`src/rtl/core/frpn_pkg.sv`:
```
`timescale 1ns / 1ps
// ----------------------------------------------------------------------------
// Frame rate negotiator package
// Widths, command and register codes, and reset values that the negotiator
// and its serial divider share.
// ----------------------------------------------------------------------------
package frpn_pkg;

   localparam int RATE_W     = 5;
   localparam int CLIENT_W   = 14;
   localparam int MARGIN_W   = 8;
   localparam int ACC_W      = 32;
   localparam int FC_W       = 16;
   localparam int FRAC_W     = 16;
   localparam int CMD_W      = 3;
   localparam int SIG_W      = 8;
   localparam int FREP_W     = 2;
   localparam int CSR_IDX_W  = 2;
   localparam int CSR_DATA_W = 14;

   // Divider: the dividend is the client rate scaled by 2^16.
   localparam int DIVIDEND_W = CLIENT_W + FRAC_W;
   localparam int DIVISOR_W  = CLIENT_W;
   localparam int DIV_CNT_W  = $clog2(DIVIDEND_W + 1);

   // Command codes.
   localparam logic [CMD_W-1:0] CMD_FRAME   = 3'd0;
   localparam logic [CMD_W-1:0] CMD_EMIT    = 3'd1;
   localparam logic [CMD_W-1:0] CMD_RECEIVE = 3'd2;
   localparam logic [CMD_W-1:0] CMD_SET_CAP = 3'd3;
   localparam logic [CMD_W-1:0] CMD_RESTART = 3'd4;

   // Configuration register indexes.
   localparam logic [CSR_IDX_W-1:0] CSR_CALL_RATE   = 2'd0;
   localparam logic [CSR_IDX_W-1:0] CSR_CLIENT_RATE = 2'd1;
   localparam logic [CSR_IDX_W-1:0] CSR_MARGIN      = 2'd2;

   // Reset values.
   localparam logic [RATE_W-1:0]   CALL_RATE_RESET   = 5'd30;
   localparam logic [CLIENT_W-1:0] CLIENT_RATE_RESET = 14'd7680;
   localparam logic [MARGIN_W-1:0] MARGIN_RESET      = 8'd26;

   localparam logic [FREP_W-1:0] FORCE_REPEAT_COUNT = 2'd2;
   localparam int                FORCE_BIT          = 5;
   localparam logic [SIG_W-1:0]  SIGNAL_PREFIX      = 8'hC0;
   localparam logic [ACC_W:0]    ROUND_HALF         = 33'h0_0000_8000;
   localparam logic [CLIENT_W:0] CLIENT_ROUND_HALF  = 15'd128;

endpackage

```
`src/rtl/core/frame_rate_negotiator_and_pacer.sv`:
```
`timescale 1ns / 1ps
// ----------------------------------------------------------------------------
// Frame rate negotiator and pacer
// Tracks own, peer and cap frame rates, paces captured frames down to the
// own rate and builds and parses the rate signal byte.
// ----------------------------------------------------------------------------
//   Channel  Direction  Handshake             Payload
//   req      in         req_valid/req_ready   cmd, signal_in, cap_value
//   rsp      out        rsp_valid/rsp_ready   keep_frame, signal_out,
//                                             own_rate_out, peer_rate_out
//   csr      in         csr_valid/csr_ready   csr_index, csr_data
//
// A frame command that paces waits on the serial divider, which forms the
// drop ratio one quotient bit per cycle; a nonzero received signal passes
// through S_CLAMP. One command is in flight at a time; req_ready is low from
// acceptance until its result is in the output register. The result register
// lets the next transaction in while a result waits on rsp_ready. Reset is
// synchronous and loads the reset rates; csr writes are always taken.
// ----------------------------------------------------------------------------
module frame_rate_negotiator_and_pacer (
   input  logic                               clock,
   input  logic                               reset,
   input  logic                               req_valid,
   output logic                               req_ready,
   input  logic [frpn_pkg::CMD_W-1:0]         req_cmd,
   input  logic [frpn_pkg::SIG_W-1:0]         req_signal_in,
   input  logic [frpn_pkg::RATE_W-1:0]        req_cap_value,
   output logic                               rsp_valid,
   input  logic                               rsp_ready,
   output logic                               rsp_keep_frame,
   output logic [frpn_pkg::SIG_W-1:0]         rsp_signal_out,
   output logic [frpn_pkg::RATE_W-1:0]        rsp_own_rate_out,
   output logic [frpn_pkg::RATE_W-1:0]        rsp_peer_rate_out,
   input  logic                               csr_valid,
   output logic                               csr_ready,
   input  logic [frpn_pkg::CSR_IDX_W-1:0]     csr_index,
   input  logic [frpn_pkg::CSR_DATA_W-1:0]    csr_data
);
   import frpn_pkg::*;

   typedef enum logic [2:0] {
      S_IDLE,
      S_EXEC,
      S_DIV,
      S_DROP,
      S_CLAMP,
      S_RESULT
   } state_type;

   state_type             state_ff, state_in;

   logic [RATE_W-1:0]     call_ff, call_in;
   logic [CLIENT_W-1:0]   client_ff, client_in;
   logic [MARGIN_W-1:0]   margin_ff, margin_in;

   logic [RATE_W-1:0]     own_ff, own_in;
   logic [RATE_W-1:0]     peer_ff, peer_in;
   logic [RATE_W-1:0]     own_cap_ff, own_cap_in;
   logic [RATE_W-1:0]     peer_cap_ff, peer_cap_in;
   logic [FREP_W-1:0]     frep_ff, frep_in;
   logic [ACC_W-1:0]      accum_ff, accum_in;
   logic [FC_W-1:0]       fc_ff, fc_in;
   logic                  paced_ff, paced_in;
   logic [ACC_W-1:0]      ratio_ff, ratio_in;

   logic [CMD_W-1:0]      cmd_ff, cmd_in;
   logic [SIG_W-1:0]      sig_req_ff, sig_req_in;
   logic [RATE_W-1:0]     cap_req_ff, cap_req_in;

   logic                  keep_res_ff, keep_res_in;
   logic [SIG_W-1:0]      sig_res_ff, sig_res_in;

   logic                  rsp_valid_ff, rsp_valid_in;
   logic                  rsp_keep_ff, rsp_keep_in;
   logic [SIG_W-1:0]      rsp_sig_ff, rsp_sig_in;
   logic [RATE_W-1:0]     rsp_own_ff, rsp_own_in;
   logic [RATE_W-1:0]     rsp_peer_ff, rsp_peer_in;

   logic                  div_start;
   logic                  div_done;
   logic [DIVIDEND_W-1:0] div_quo;

   logic [CLIENT_W-1:0]   own_q8;
   logic [CLIENT_W-1:0]   own_margin;
   logic [CLIENT_W-1:0]   diff;
   logic [CLIENT_W:0]     client_round;
   logic [CLIENT_W-CLIENT_W+6:0] round_rate;
   logic [ACC_W:0]        idx_sum;
   logic [FC_W-1:0]       fc_next;
   logic [RATE_W-1:0]     sig_rate;
   logic [RATE_W-1:0]     cap_next;
   logic [5:0]            whole;
   logic [RATE_W-1:0]     clamp_min;
   logic [5:0]            emit_byte;

   assign own_q8       = {1'b0, own_ff, 8'd0};
   assign own_margin   = own_q8 + {6'd0, margin_ff};
   assign diff         = client_ff - own_q8;
   assign client_round = {1'b0, client_ff} + CLIENT_ROUND_HALF;
   assign round_rate   = client_round[CLIENT_W:8];
   assign idx_sum      = {1'b0, accum_ff} + ROUND_HALF;
   assign fc_next      = fc_ff + 1'b1;
   assign sig_rate     = sig_req_ff[RATE_W-1:0];
   assign cap_next     = (call_ff >= sig_rate) ? sig_rate : peer_cap_ff;
   assign whole        = client_ff[CLIENT_W-1:8];
   assign clamp_min    = ({1'b0, call_ff} < whole) ? call_ff : whole[RATE_W-1:0];

   assign div_start = (state_ff == S_EXEC) && (cmd_ff == CMD_FRAME)
                      && (own_margin <= client_ff) && (diff != '0);

   frpn_divider u_div (
      .clock    (clock),
      .reset    (reset),
      .start    (div_start),
      .dividend ({client_ff, {FRAC_W{1'b0}}}),
      .divisor  (diff),
      .done     (div_done),
      .quotient (div_quo)
   );

   always_comb begin
      state_in    = state_ff;
      call_in     = call_ff;
      client_in   = client_ff;
      margin_in   = margin_ff;
      own_in      = own_ff;
      peer_in     = peer_ff;
      own_cap_in  = own_cap_ff;
      peer_cap_in = peer_cap_ff;
      frep_in     = frep_ff;
      accum_in    = accum_ff;
      fc_in       = fc_ff;
      paced_in    = paced_ff;
      ratio_in    = ratio_ff;
      cmd_in      = cmd_ff;
      sig_req_in  = sig_req_ff;
      cap_req_in  = cap_req_ff;
      keep_res_in = keep_res_ff;
      sig_res_in  = sig_res_ff;
      rsp_valid_in = rsp_valid_ff && !rsp_ready;
      rsp_keep_in  = rsp_keep_ff;
      rsp_sig_in   = rsp_sig_ff;
      rsp_own_in   = rsp_own_ff;
      rsp_peer_in  = rsp_peer_ff;
      emit_byte    = {1'b0, own_ff};

      case (state_ff)
         S_IDLE: begin
            if (req_valid) begin
               cmd_in     = req_cmd;
               sig_req_in = req_signal_in;
               cap_req_in = req_cap_value;
               state_in   = S_EXEC;
            end
         end
         S_EXEC: begin
            keep_res_in = 1'b0;
            sig_res_in  = '0;
            state_in    = S_RESULT;
            case (cmd_ff)
               CMD_FRAME: begin
                  if (div_start) begin
                     state_in = S_DIV;
                  end else begin
                     keep_res_in = 1'b1;
                  end
               end
               CMD_EMIT: begin
                  if (frep_ff != '0) begin
                     frep_in   = frep_ff - 1'b1;
                     emit_byte = {1'b0, own_cap_ff};
                     emit_byte[FORCE_BIT] = 1'b1;
                  end else if (client_ff < {1'b0, call_ff, 8'd0}) begin
                     if ({2'b00, own_ff} > round_rate) begin
                        emit_byte = round_rate[5:0];
                     end
                  end
                  sig_res_in = SIGNAL_PREFIX | {2'b00, emit_byte};
               end
               CMD_RECEIVE: begin
                  if (sig_req_ff != '0) begin
                     if (sig_req_ff[FORCE_BIT]) begin
                        peer_cap_in = cap_next;
                        if ((own_ff > cap_next) && (cap_next != '0)) begin
                           own_in = cap_next;
                        end
                     end else begin
                        peer_in = sig_rate;
                     end
                     state_in = S_CLAMP;
                  end
               end
               CMD_SET_CAP: begin
                  frep_in    = FORCE_REPEAT_COUNT;
                  own_cap_in = cap_req_ff;
               end
               CMD_RESTART: begin
                  client_in   = CLIENT_RATE_RESET;
                  own_in      = call_ff;
                  peer_in     = call_ff;
                  own_cap_in  = call_ff;
                  peer_cap_in = call_ff;
                  frep_in     = '0;
                  accum_in    = '0;
                  fc_in       = '0;
                  paced_in    = 1'b0;
               end
               default: begin
               end
            endcase
         end
         S_DIV: begin
            if (div_done) begin
               ratio_in = ACC_W'(div_quo);
               // The first paced frame after restart seeds the accumulator.
               if (!paced_ff) begin
                  accum_in = accum_ff + ACC_W'(div_quo);
                  paced_in = 1'b1;
               end
               state_in = S_DROP;
            end
         end
         S_DROP: begin
            // Drop when the frame count reaches the rounded accumulator.
            if ({1'b0, fc_next} == idx_sum[ACC_W:FRAC_W]) begin
               accum_in    = accum_ff + ratio_ff - {fc_next, {FRAC_W{1'b0}}};
               fc_in       = '0;
               keep_res_in = 1'b0;
            end else begin
               fc_in       = fc_next;
               keep_res_in = 1'b1;
            end
            state_in = S_RESULT;
         end
         S_CLAMP: begin
            if (own_q8 > client_ff) begin
               if (whole != '0) begin
                  own_in = whole[RATE_W-1:0];
               end
            end else if ((own_q8 < client_ff) && (own_ff < call_ff)) begin
               if (clamp_min != '0) begin
                  own_in = clamp_min;
               end
            end
            state_in = S_RESULT;
         end
         S_RESULT: begin
            if (!rsp_valid_ff || rsp_ready) begin
               rsp_valid_in = 1'b1;
               rsp_keep_in  = keep_res_ff;
               rsp_sig_in   = sig_res_ff;
               rsp_own_in   = own_ff;
               rsp_peer_in  = peer_ff;
               state_in     = S_IDLE;
            end
         end
         default: begin
            state_in = S_IDLE;
         end
      endcase

      if (csr_valid) begin
         case (csr_index)
            CSR_CALL_RATE:   call_in   = csr_data[RATE_W-1:0];
            CSR_CLIENT_RATE: client_in = csr_data[CLIENT_W-1:0];
            CSR_MARGIN:      margin_in = csr_data[MARGIN_W-1:0];
            default: begin
            end
         endcase
      end
   end

   always_ff @(posedge clock) begin
      ratio_ff    <= ratio_in;
      cmd_ff      <= cmd_in;
      sig_req_ff  <= sig_req_in;
      cap_req_ff  <= cap_req_in;
      keep_res_ff <= keep_res_in;
      sig_res_ff  <= sig_res_in;
      rsp_keep_ff <= rsp_keep_in;
      rsp_sig_ff  <= rsp_sig_in;
      rsp_own_ff  <= rsp_own_in;
      rsp_peer_ff <= rsp_peer_in;
      if (reset) begin
         state_ff     <= S_IDLE;
         call_ff      <= CALL_RATE_RESET;
         client_ff    <= CLIENT_RATE_RESET;
         margin_ff    <= MARGIN_RESET;
         own_ff       <= CALL_RATE_RESET;
         peer_ff      <= CALL_RATE_RESET;
         own_cap_ff   <= CALL_RATE_RESET;
         peer_cap_ff  <= CALL_RATE_RESET;
         frep_ff      <= '0;
         accum_ff     <= '0;
         fc_ff        <= '0;
         paced_ff     <= 1'b0;
         rsp_valid_ff <= 1'b0;
      end else begin
         state_ff     <= state_in;
         call_ff      <= call_in;
         client_ff    <= client_in;
         margin_ff    <= margin_in;
         own_ff       <= own_in;
         peer_ff      <= peer_in;
         own_cap_ff   <= own_cap_in;
         peer_cap_ff  <= peer_cap_in;
         frep_ff      <= frep_in;
         accum_ff     <= accum_in;
         fc_ff        <= fc_in;
         paced_ff     <= paced_in;
         rsp_valid_ff <= rsp_valid_in;
      end
   end

   assign req_ready         = (state_ff == S_IDLE);
   assign csr_ready         = 1'b1;
   assign rsp_valid         = rsp_valid_ff;
   assign rsp_keep_frame    = rsp_keep_ff;
   assign rsp_signal_out    = rsp_sig_ff;
   assign rsp_own_rate_out  = rsp_own_ff;
   assign rsp_peer_rate_out = rsp_peer_ff;

endmodule

```
`src/rtl/core/frpn_divider.sv`:
```
`timescale 1ns / 1ps
// ----------------------------------------------------------------------------
// Frame rate negotiator serial divider
// Restoring divider that produces one quotient bit per cycle.
// ----------------------------------------------------------------------------
module frpn_divider (
   input  logic                              clock,
   input  logic                              reset,
   input  logic                              start,
   input  logic [frpn_pkg::DIVIDEND_W-1:0]   dividend,
   input  logic [frpn_pkg::DIVISOR_W-1:0]    divisor,
   output logic                              done,
   output logic [frpn_pkg::DIVIDEND_W-1:0]   quotient
);
   import frpn_pkg::*;

   logic [DIVISOR_W:0]    rem_ff, rem_in;
   logic [DIVIDEND_W-1:0] quo_ff, quo_in;
   logic [DIVISOR_W-1:0]  div_ff, div_in;
   logic [DIV_CNT_W-1:0]  count_ff, count_in;
   logic                  run_ff, run_in;
   logic                  done_ff, done_in;

   logic [DIVISOR_W:0]    trial;
   logic                  fits;

   // The remainder stays below the divisor, so one shifted-in bit fits.
   assign trial = {rem_ff[DIVISOR_W-1:0], quo_ff[DIVIDEND_W-1]};
   assign fits  = (trial >= {1'b0, div_ff});

   always_comb begin
      rem_in   = rem_ff;
      quo_in   = quo_ff;
      div_in   = div_ff;
      count_in = count_ff;
      run_in   = run_ff;
      done_in  = 1'b0;
      if (start) begin
         rem_in   = '0;
         quo_in   = dividend;
         div_in   = divisor;
         count_in = DIV_CNT_W'(DIVIDEND_W);
         run_in   = 1'b1;
      end else if (run_ff) begin
         rem_in   = fits ? (trial - {1'b0, div_ff}) : trial;
         quo_in   = {quo_ff[DIVIDEND_W-2:0], fits};
         count_in = count_ff - 1'b1;
         if (count_ff == DIV_CNT_W'(1)) begin
            run_in  = 1'b0;
            done_in = 1'b1;
         end
      end
   end

   always_ff @(posedge clock) begin
      rem_ff   <= rem_in;
      quo_ff   <= quo_in;
      div_ff   <= div_in;
      if (reset) begin
         count_ff <= '0;
         run_ff   <= 1'b0;
         done_ff  <= 1'b0;
      end else begin
         count_ff <= count_in;
         run_ff   <= run_in;
         done_ff  <= done_in;
      end
   end

   assign done     = done_ff;
   assign quotient = quo_ff;

endmodule
```
`config.mk`:
```
export PLATFORM = sky130hd
export DESIGN_NAME = frame_rate_negotiator_and_pacer
export DESIGN_NICKNAME = d
export VERILOG_FILES = /design/src/rtl/core/frpn_pkg.sv /design/src/rtl/core/frame_rate_negotiator_and_pacer.sv /design/src/rtl/core/frpn_divider.sv
export SDC_FILE = /design/constraint.sdc
export NUM_CORES = 1
export LEC_CHECK = 0
export BUFFER_PORTS_ARGS = -buffer_cell sky130_fd_sc_hd__buf_4
export CAP_MARGIN = 20
export CORE_ASPECT_RATIO = 0.9
export CORE_MARGIN = 4
export CORE_UTILIZATION = 40
export DETAILED_ROUTE_END_ITERATION = 8
export PLACE_DENSITY = 0.52
export RECOVER_POWER = 100
export SLEW_MARGIN = 20
export SYNTH_ARGS = -nofsm -noshare
export SYNTH_HDL_FRONTEND = slang
export SYNTH_HIERARCHICAL = 1
export SYNTH_SLANG_ARGS = --single-unit
```
`constraint.sdc`:
```
create_clock -name clock -period 6 [get_ports clock]
set_clock_uncertainty 0.05 [all_clocks]
set_input_delay 1.2 -clock clock [delete_from_list [all_inputs] [get_ports clock]]
set_output_delay 1.2 -clock clock [all_outputs]
set_load 0.05 [all_outputs]
```
; ---- Yosys cells after proc, flatten, opt, wreduce, memory -nomap -nowiden
; Index checks and enable logic that the tools add are counted.
[classes]
add_sub_neg = 11
mul = 0
div = 0
magnitude_cmp = 10
n_eq_ne = 30
shifts = 0
n_mux = 61
n_bitwise = 1
n_reduce_logical = 43
[ops]
columns = cell, count
row1 = 32-bit two-way mux, 4
row2 = 32-bit case mux with 3 select lines, 1
row3 = 5-bit two-way mux, 15
row4 = 14-bit two-way mux, 5
row5 = 32-bit by 30-bit adder with 32-bit output, 2
row6 = 30-bit two-way mux, 2
row7 = 5-bit case mux with 2 select lines, 5
row8 = 32-bit by 16-bit adder with 33-bit output (second input constant), 1
row9 = 16-bit two-way mux, 2
row10 = 16-bit case mux with 2 select lines, 1
row11 = 32-bit subtractor, 1
row12 = 6-bit two-way mux, 3
row13 = 3-bit inequality test (second input constant), 6
row14 = 16-bit by 17-bit == test with 1-bit output, 1
row15 = 16-bit by 1-bit adder with 16-bit output (second input constant), 1
row16 = 2-bit inequality test (second input constant), 8
row17 = 14-bit by 8-bit adder with 15-bit output (second input constant), 1
row18 = 15-bit by 14-bit >= comparator with 1-bit output, 1
row19 = 3-bit case mux with 5 select lines, 1
row20 = 13-bit by 8-bit adder with 14-bit output, 1
row21 = 13-bit by 14-bit > comparator with 1-bit output, 1
row22 = 14-bit less-or-equal comparator, 1
row23 = 13-bit by 14-bit < comparator with 1-bit output, 1
row24 = 14-bit by 13-bit < comparator with 1-bit output, 1
row25 = 43 further kinds, 90
[totals]
ff_bits = 241
latchBits = 0
ram_bits = 0
rom_bits = 0
inputBits = 37
wordCells = 188
memories = 0

; ---- Logic depth before layout (Yosys ltp)
[depth]
depth_word = 9
depth_mapped = 21

; ---- Hierarchy
; Netlist, hierarchy kept.
[modules_own_cells]
columns = mod, n_inst, cells_per_inst, area_per_inst_um2, seq_area_each_um2
row1 = frame_rate_negotiator_and_pacer, 1, 1462, 12650.9, 4204.0
row2 = frpn_divider, 1, 284, 3308.2, 1741.7

; ---- Least setup slack after synthesis
; No wires, ideal clock.
[synth_timing]
path_type = reg-to-reg
start = reg client_ff[9]
end = reg u_div.quo_ff[0] (netlist: u_div/quotient[0]), enable pin
setup_ps = 385
arrival_ps = 4052
required_time_ps = 5565
path_slack_ps = 1513
path_stages_with_launch = 14
path_buffers = 2
path_cell_list = dfxtp_1 > clkbuf_1 > inv_1 > ha_1 > nor2b_1 > o21ai_0 > nand2b_1 > a21o_1 > a21o_1 > xor2_1 > a41oi_1 > clkbuf_1 > nor2_1 > inv_1
[synth_between]
elab_chain_cells = 3
elab_cells_between_ends = 5
[synth_rtl]
columns = element, line
row1 = from (decl), frame_rate_negotiator_and_pacer.sv:53  ; logic [CLIENT_W-1:0] client_ff, client_in;
row2 = from (signal assigned), frame_rate_negotiator_and_pacer.sv:301  ; client_ff <= client_in;
row3 = 14-bit by 13-bit subtractor with 14-bit output or 14-bit less-or-equal comparator (tied branches), "frame_rate_negotiator_and_pacer.sv:98, frame_rate_negotiator_and_pacer.sv:109"
row4 = 14-bit nonzero test or 1-bit logical AND (tied branches), frame_rate_negotiator_and_pacer.sv:109  ; && (own_margin <= client_ff) && (diff != '0);
row5 = 1-bit logical AND *, frame_rate_negotiator_and_pacer.sv:109
row6 = via div_start, frame_rate_negotiator_and_pacer.sv:79  ; logic div_start;
row7 = to (signal assigned), frpn_divider.sv:57  ; quo_ff <= quo_in;
row8 = to (decl), frpn_divider.sv:18  ; logic [DIVIDEND_W-1:0] quo_ff, quo_in;
; Mark *: on every way through the listed nets, which the timed path passes. The rest lies on a longest branch.
; A chain may end at the register's enable or synchronous reset.

==> out/metrics.cfg <==
[power]
p_int_w = 0.003532
p_per_area_nw_per_um2 = 280.4
ir_drop_v = 0.0002728
pwr-share-comb = 0.219
switching_share = 0.2961
p_sw_w = 0.001486
p_leak_nw = 7.302
p_seq_frac = 0.390
clockPowerShare = 0.390

[grt]
grt_pass1_wl_um = 67830
grt_max_degree = 65
grt_overflow_total = 0
grt_usage = 0.1944
grt_pass1_vias = 12350
antenna_found_initial = 0

[sta]
fin_tns_setup_ns = 0
finalHoldViolCount = 0
tightestPinTransition_ns = 2.880
fmax_ghz = 0.1987
min_period_ns = 5.034
report.final.slew_viol_count = 233
slew_headroom = -0.9202
rsz0062_at_grt = no
whs_ns = 0.3718
finalCritPeriodShare = 0.8390
finalSetupViolCount = 0

[critical_path]
r2r_cells = 12
r2r-start = fc_ff[0]
cp_max_fo = 48
r2r_end = accum_ff[23]
crit_chain = clkbuf_1 > clkbuf_1 > nor3_1 > a22o_1
path_class = input pin to flip-flop
cpMostUsedCell = clkbuf_1
worstPathRequired_ns = 6.39
worst_path_largest_cell_delay_ns = 1.92
critPathSlowestCell = clkbuf_1
crit_cells = 4
crit_family = buffers and inverters
startpoint_type = input pin
r2r_slack_ns = 1.05
crit_path_end_kind = flip-flop
arrival_ns = 5.42
cp_num_buf_inv = 2

[min_path]
hold_class = flip-flop to flip-flop
hold_end = rsp_signal_out[3]
worstHoldStart = sig_res_ff[3]
hold_depth = 0

[synth]
ys.flop_type = dfxtp_1
synth_edf_count = 116
synth.avg_cell_area_um2 = 9.140
synthTopCellsByArea = edfxtp_1 22%, dfxtp_1 15%, ha_1 11%, a21oi_1 4.5%, xnor2_1 4.3%
ys_ff_latch = 239
netlist_area_um2 = 15960
yosysTopAreaCellShare = 0.2183
yosysWarnings = 6
synth_area_leader_cell = edfxtp_1
synth_cells = 1746
ys_seq_area_frac = 0.3726
synthArstFlopShare = 0
synth.distinct_cells = 83

[clocking]
path_clk_slew_ns = 0.06
htreeDepth = 1
clk_path_buf_depth = 3
cts_setup_buffers = 0
clock_latency_ns = 0.59
cts-root-buf = clkbuf_16
cts_resized = 0
cts_tree = done
hold_buffers = 0
cts_sinks = 239
cts_made_buffers = 28

[die]
initial_core_util = 0.4045
die_w_um = 218.6
floorplan.rows = 69
coreArea_um2 = 39450
die_y_um = 197.5
io_pins = 59
dieArea_um2 = 43160

[place]
gp_congestion = 0.9206
io_buffers = 57
hpwlAfterDp_um = 31940

[detailed_routing]
dr.pass1.iters = 5
ant_nets = 0
post_drt_wl_per_cell_um = 18.08
vias = 12670
drc = 0
wl_um = 42570
viasPerCell = 5.382
dr.first_iter.drc_count = 826

[finish]
nets = 1996
diodes = 0
layout-drive-gt1-share = 0.07849
syn_to_final_growth_pct = 12.14
num-fill-cells = 3924

[status]
violations = capacitance limit, slew limit
status = finished with violations

[job]
cap_violations = 5

## Yosys cell counts (18+ instances only)
cell type and instances:
a211oi_1 21, a21o_1 48, a21oi_1 145, clkbuf_1 48, dfxtp_1 123, edfxtp_1 116, ha_1 142, inv_1 142
mux2_2 36, mux2i_1 43, nand2_1 141, nand2b_1 24, nand3_1 46, nor2_1 140, nor2b_1 18, nor3_1 57
o211ai_1 30, o21ai_0 74, xnor2_1 79, xor2_1 32
## worst max path at each step
stage                      start                 to  slack (ns)
CTS                     fc_ff[0]       accum_ff[31]        1.34
detailed placement      fc_ff[0]       accum_ff[31]        1.38
floorplan           client_ff[9]  u_div/quotient[0]        1.51
finish                     reset       accum_ff[27]        0.97
global placement        fc_ff[0]       accum_ff[31]        1.52
global route               reset       accum_ff[17]        0.54
## layer usage
metal	up-vias	part of all wire	track usage
met5	-	0	0
met4	0	0.025	0.04540
met3	52	0.044	0.03014
met2	220	0.43	0.2988
met1	6016	0.50	0.2887
li1	6382	-	-
## registers in the layout, indices dropped and copies added, names as in the netlist, 5 cells and up
register / count
sig_req_ff: 8
sig_res_ff: 7
client_ff: 14
cap_req_ff: 5
peer_cap_ff: 5
accum_ff: 32
peer_ff: 5
own_ff: 5
ratio_ff: 30
rsp_own_rate_out: 5
u_div/count_ff: 5
rsp_signal_out: 7
u_div/quotient: 30
u_div/div_ff: 14
u_div/rem_ff: 14
own_cap_ff: 5
fc_ff: 16
rsp_peer_rate_out: 5
call_ff: 5
margin_ff: 8
## metrics by stage
step | util | total power [W] | cell area (µm²) | setup slack [ns] | cells
6_report | 0.4536 | 0.005017 | 17900 | 0.9662 | 2354
3_5_place_dp | 0.4302 | 0.003113 | 16980 | 1.382 | 2302
2_1_floorplan | - | 0.002832 | 16020 | 1.513 | 1761
3_3_place_gp | 0.4302 | 0.003096 | 16980 | 1.518 | 2302
5_1_grt | 0.4536 | 0.005290 | 17900 | 0.5362 | 2354
4_1_cts | 0.4574 | 0.005103 | 18040 | 1.340 | 2354
## power by group through the flow
| stage | clock network, W | logic [W] | registers (W) |
|---|---|---|---|
| after floorplan | 0 | 0.000870 | 0.00196 |
| after global placement | 0 | 0.00110 | 0.00199 |
| after detailed placement | 0 | 0.00112 | 0.00199 |
| after CTS | 0.00202 | 0.00113 | 0.00196 |
| after global routing | 0.00208 | 0.00124 | 0.00198 |
| final | 0.00196 | 0.00110 | 0.00196 |
## cells by family (layout without fill, tap and decap cells)
group | count (synthesis) | after routing | synth area share
other | 2 | 17 | 0.0004706
adders and majority gates | 159 | 159 | 0.1327
and+or+nand+nor | 522 | 522 | 0.1591
AOI/OAI and AO/OA | 430 | 430 | 0.1712
buffers and inverters | 202 | 263 | 0.04869
xor gates and xnor gates | 112 | 112 | 0.06233
muxes | 80 | 80 | 0.05308
DFF | 239 | 239 | 0.3726
## layout by cell type (no fill, tap or decap), drive strengths merged, types with 15 or more instances in the layout
master	Yosys	final
o211ai	32	32
a21o	48	48
edfxtp	116	116
xor2	32	32
o21ai	86	86
xnor2	79	79
nand4	18	18
buf	12	21
nand3	46	46
nor2b	18	18
dfxtp	123	123
a211oi	22	22
fa	17	17
nand2b	24	24
a31oi	15	15
clkbuf	48	82
nor3	58	58
ha	142	142
inv	142	143
mux2	37	37
a21oi	146	146
nand2	141	141
conb	2	17
nor2	141	141
mux2i	43	43
## cell type report
cell class / count / area [µm²] / share of cell area
multi-input cells: 1320 / 9281 / 0.5186
flip-flops and latches: 239 / 5946 / 0.3322
clock buffers: 34 / 743.2 / 0.04153
well taps: 532 / 665.6 / 0.03719
inverters: 142 / 533.0 / 0.02978
repair buffers: 69 / 400.4 / 0.02237
clock inverters: 18 / 326.6 / 0.01825
## worst register-to-register path: stages (launching register included)
cell and delay, ns:
dfxtp_1 0.55, ha_1 0.33, nand4_1 0.28, nor4_1 0.45, xnor2_1 0.24, xnor3_1 0.38
or4_4 0.56, nor4_4 0.30, clkbuf_1 0.70, a22oi_1 0.20, nor2_1 0.35, nand2_1 0.22
o21ai_0 0.27
(Power assumes the default switching activity.)
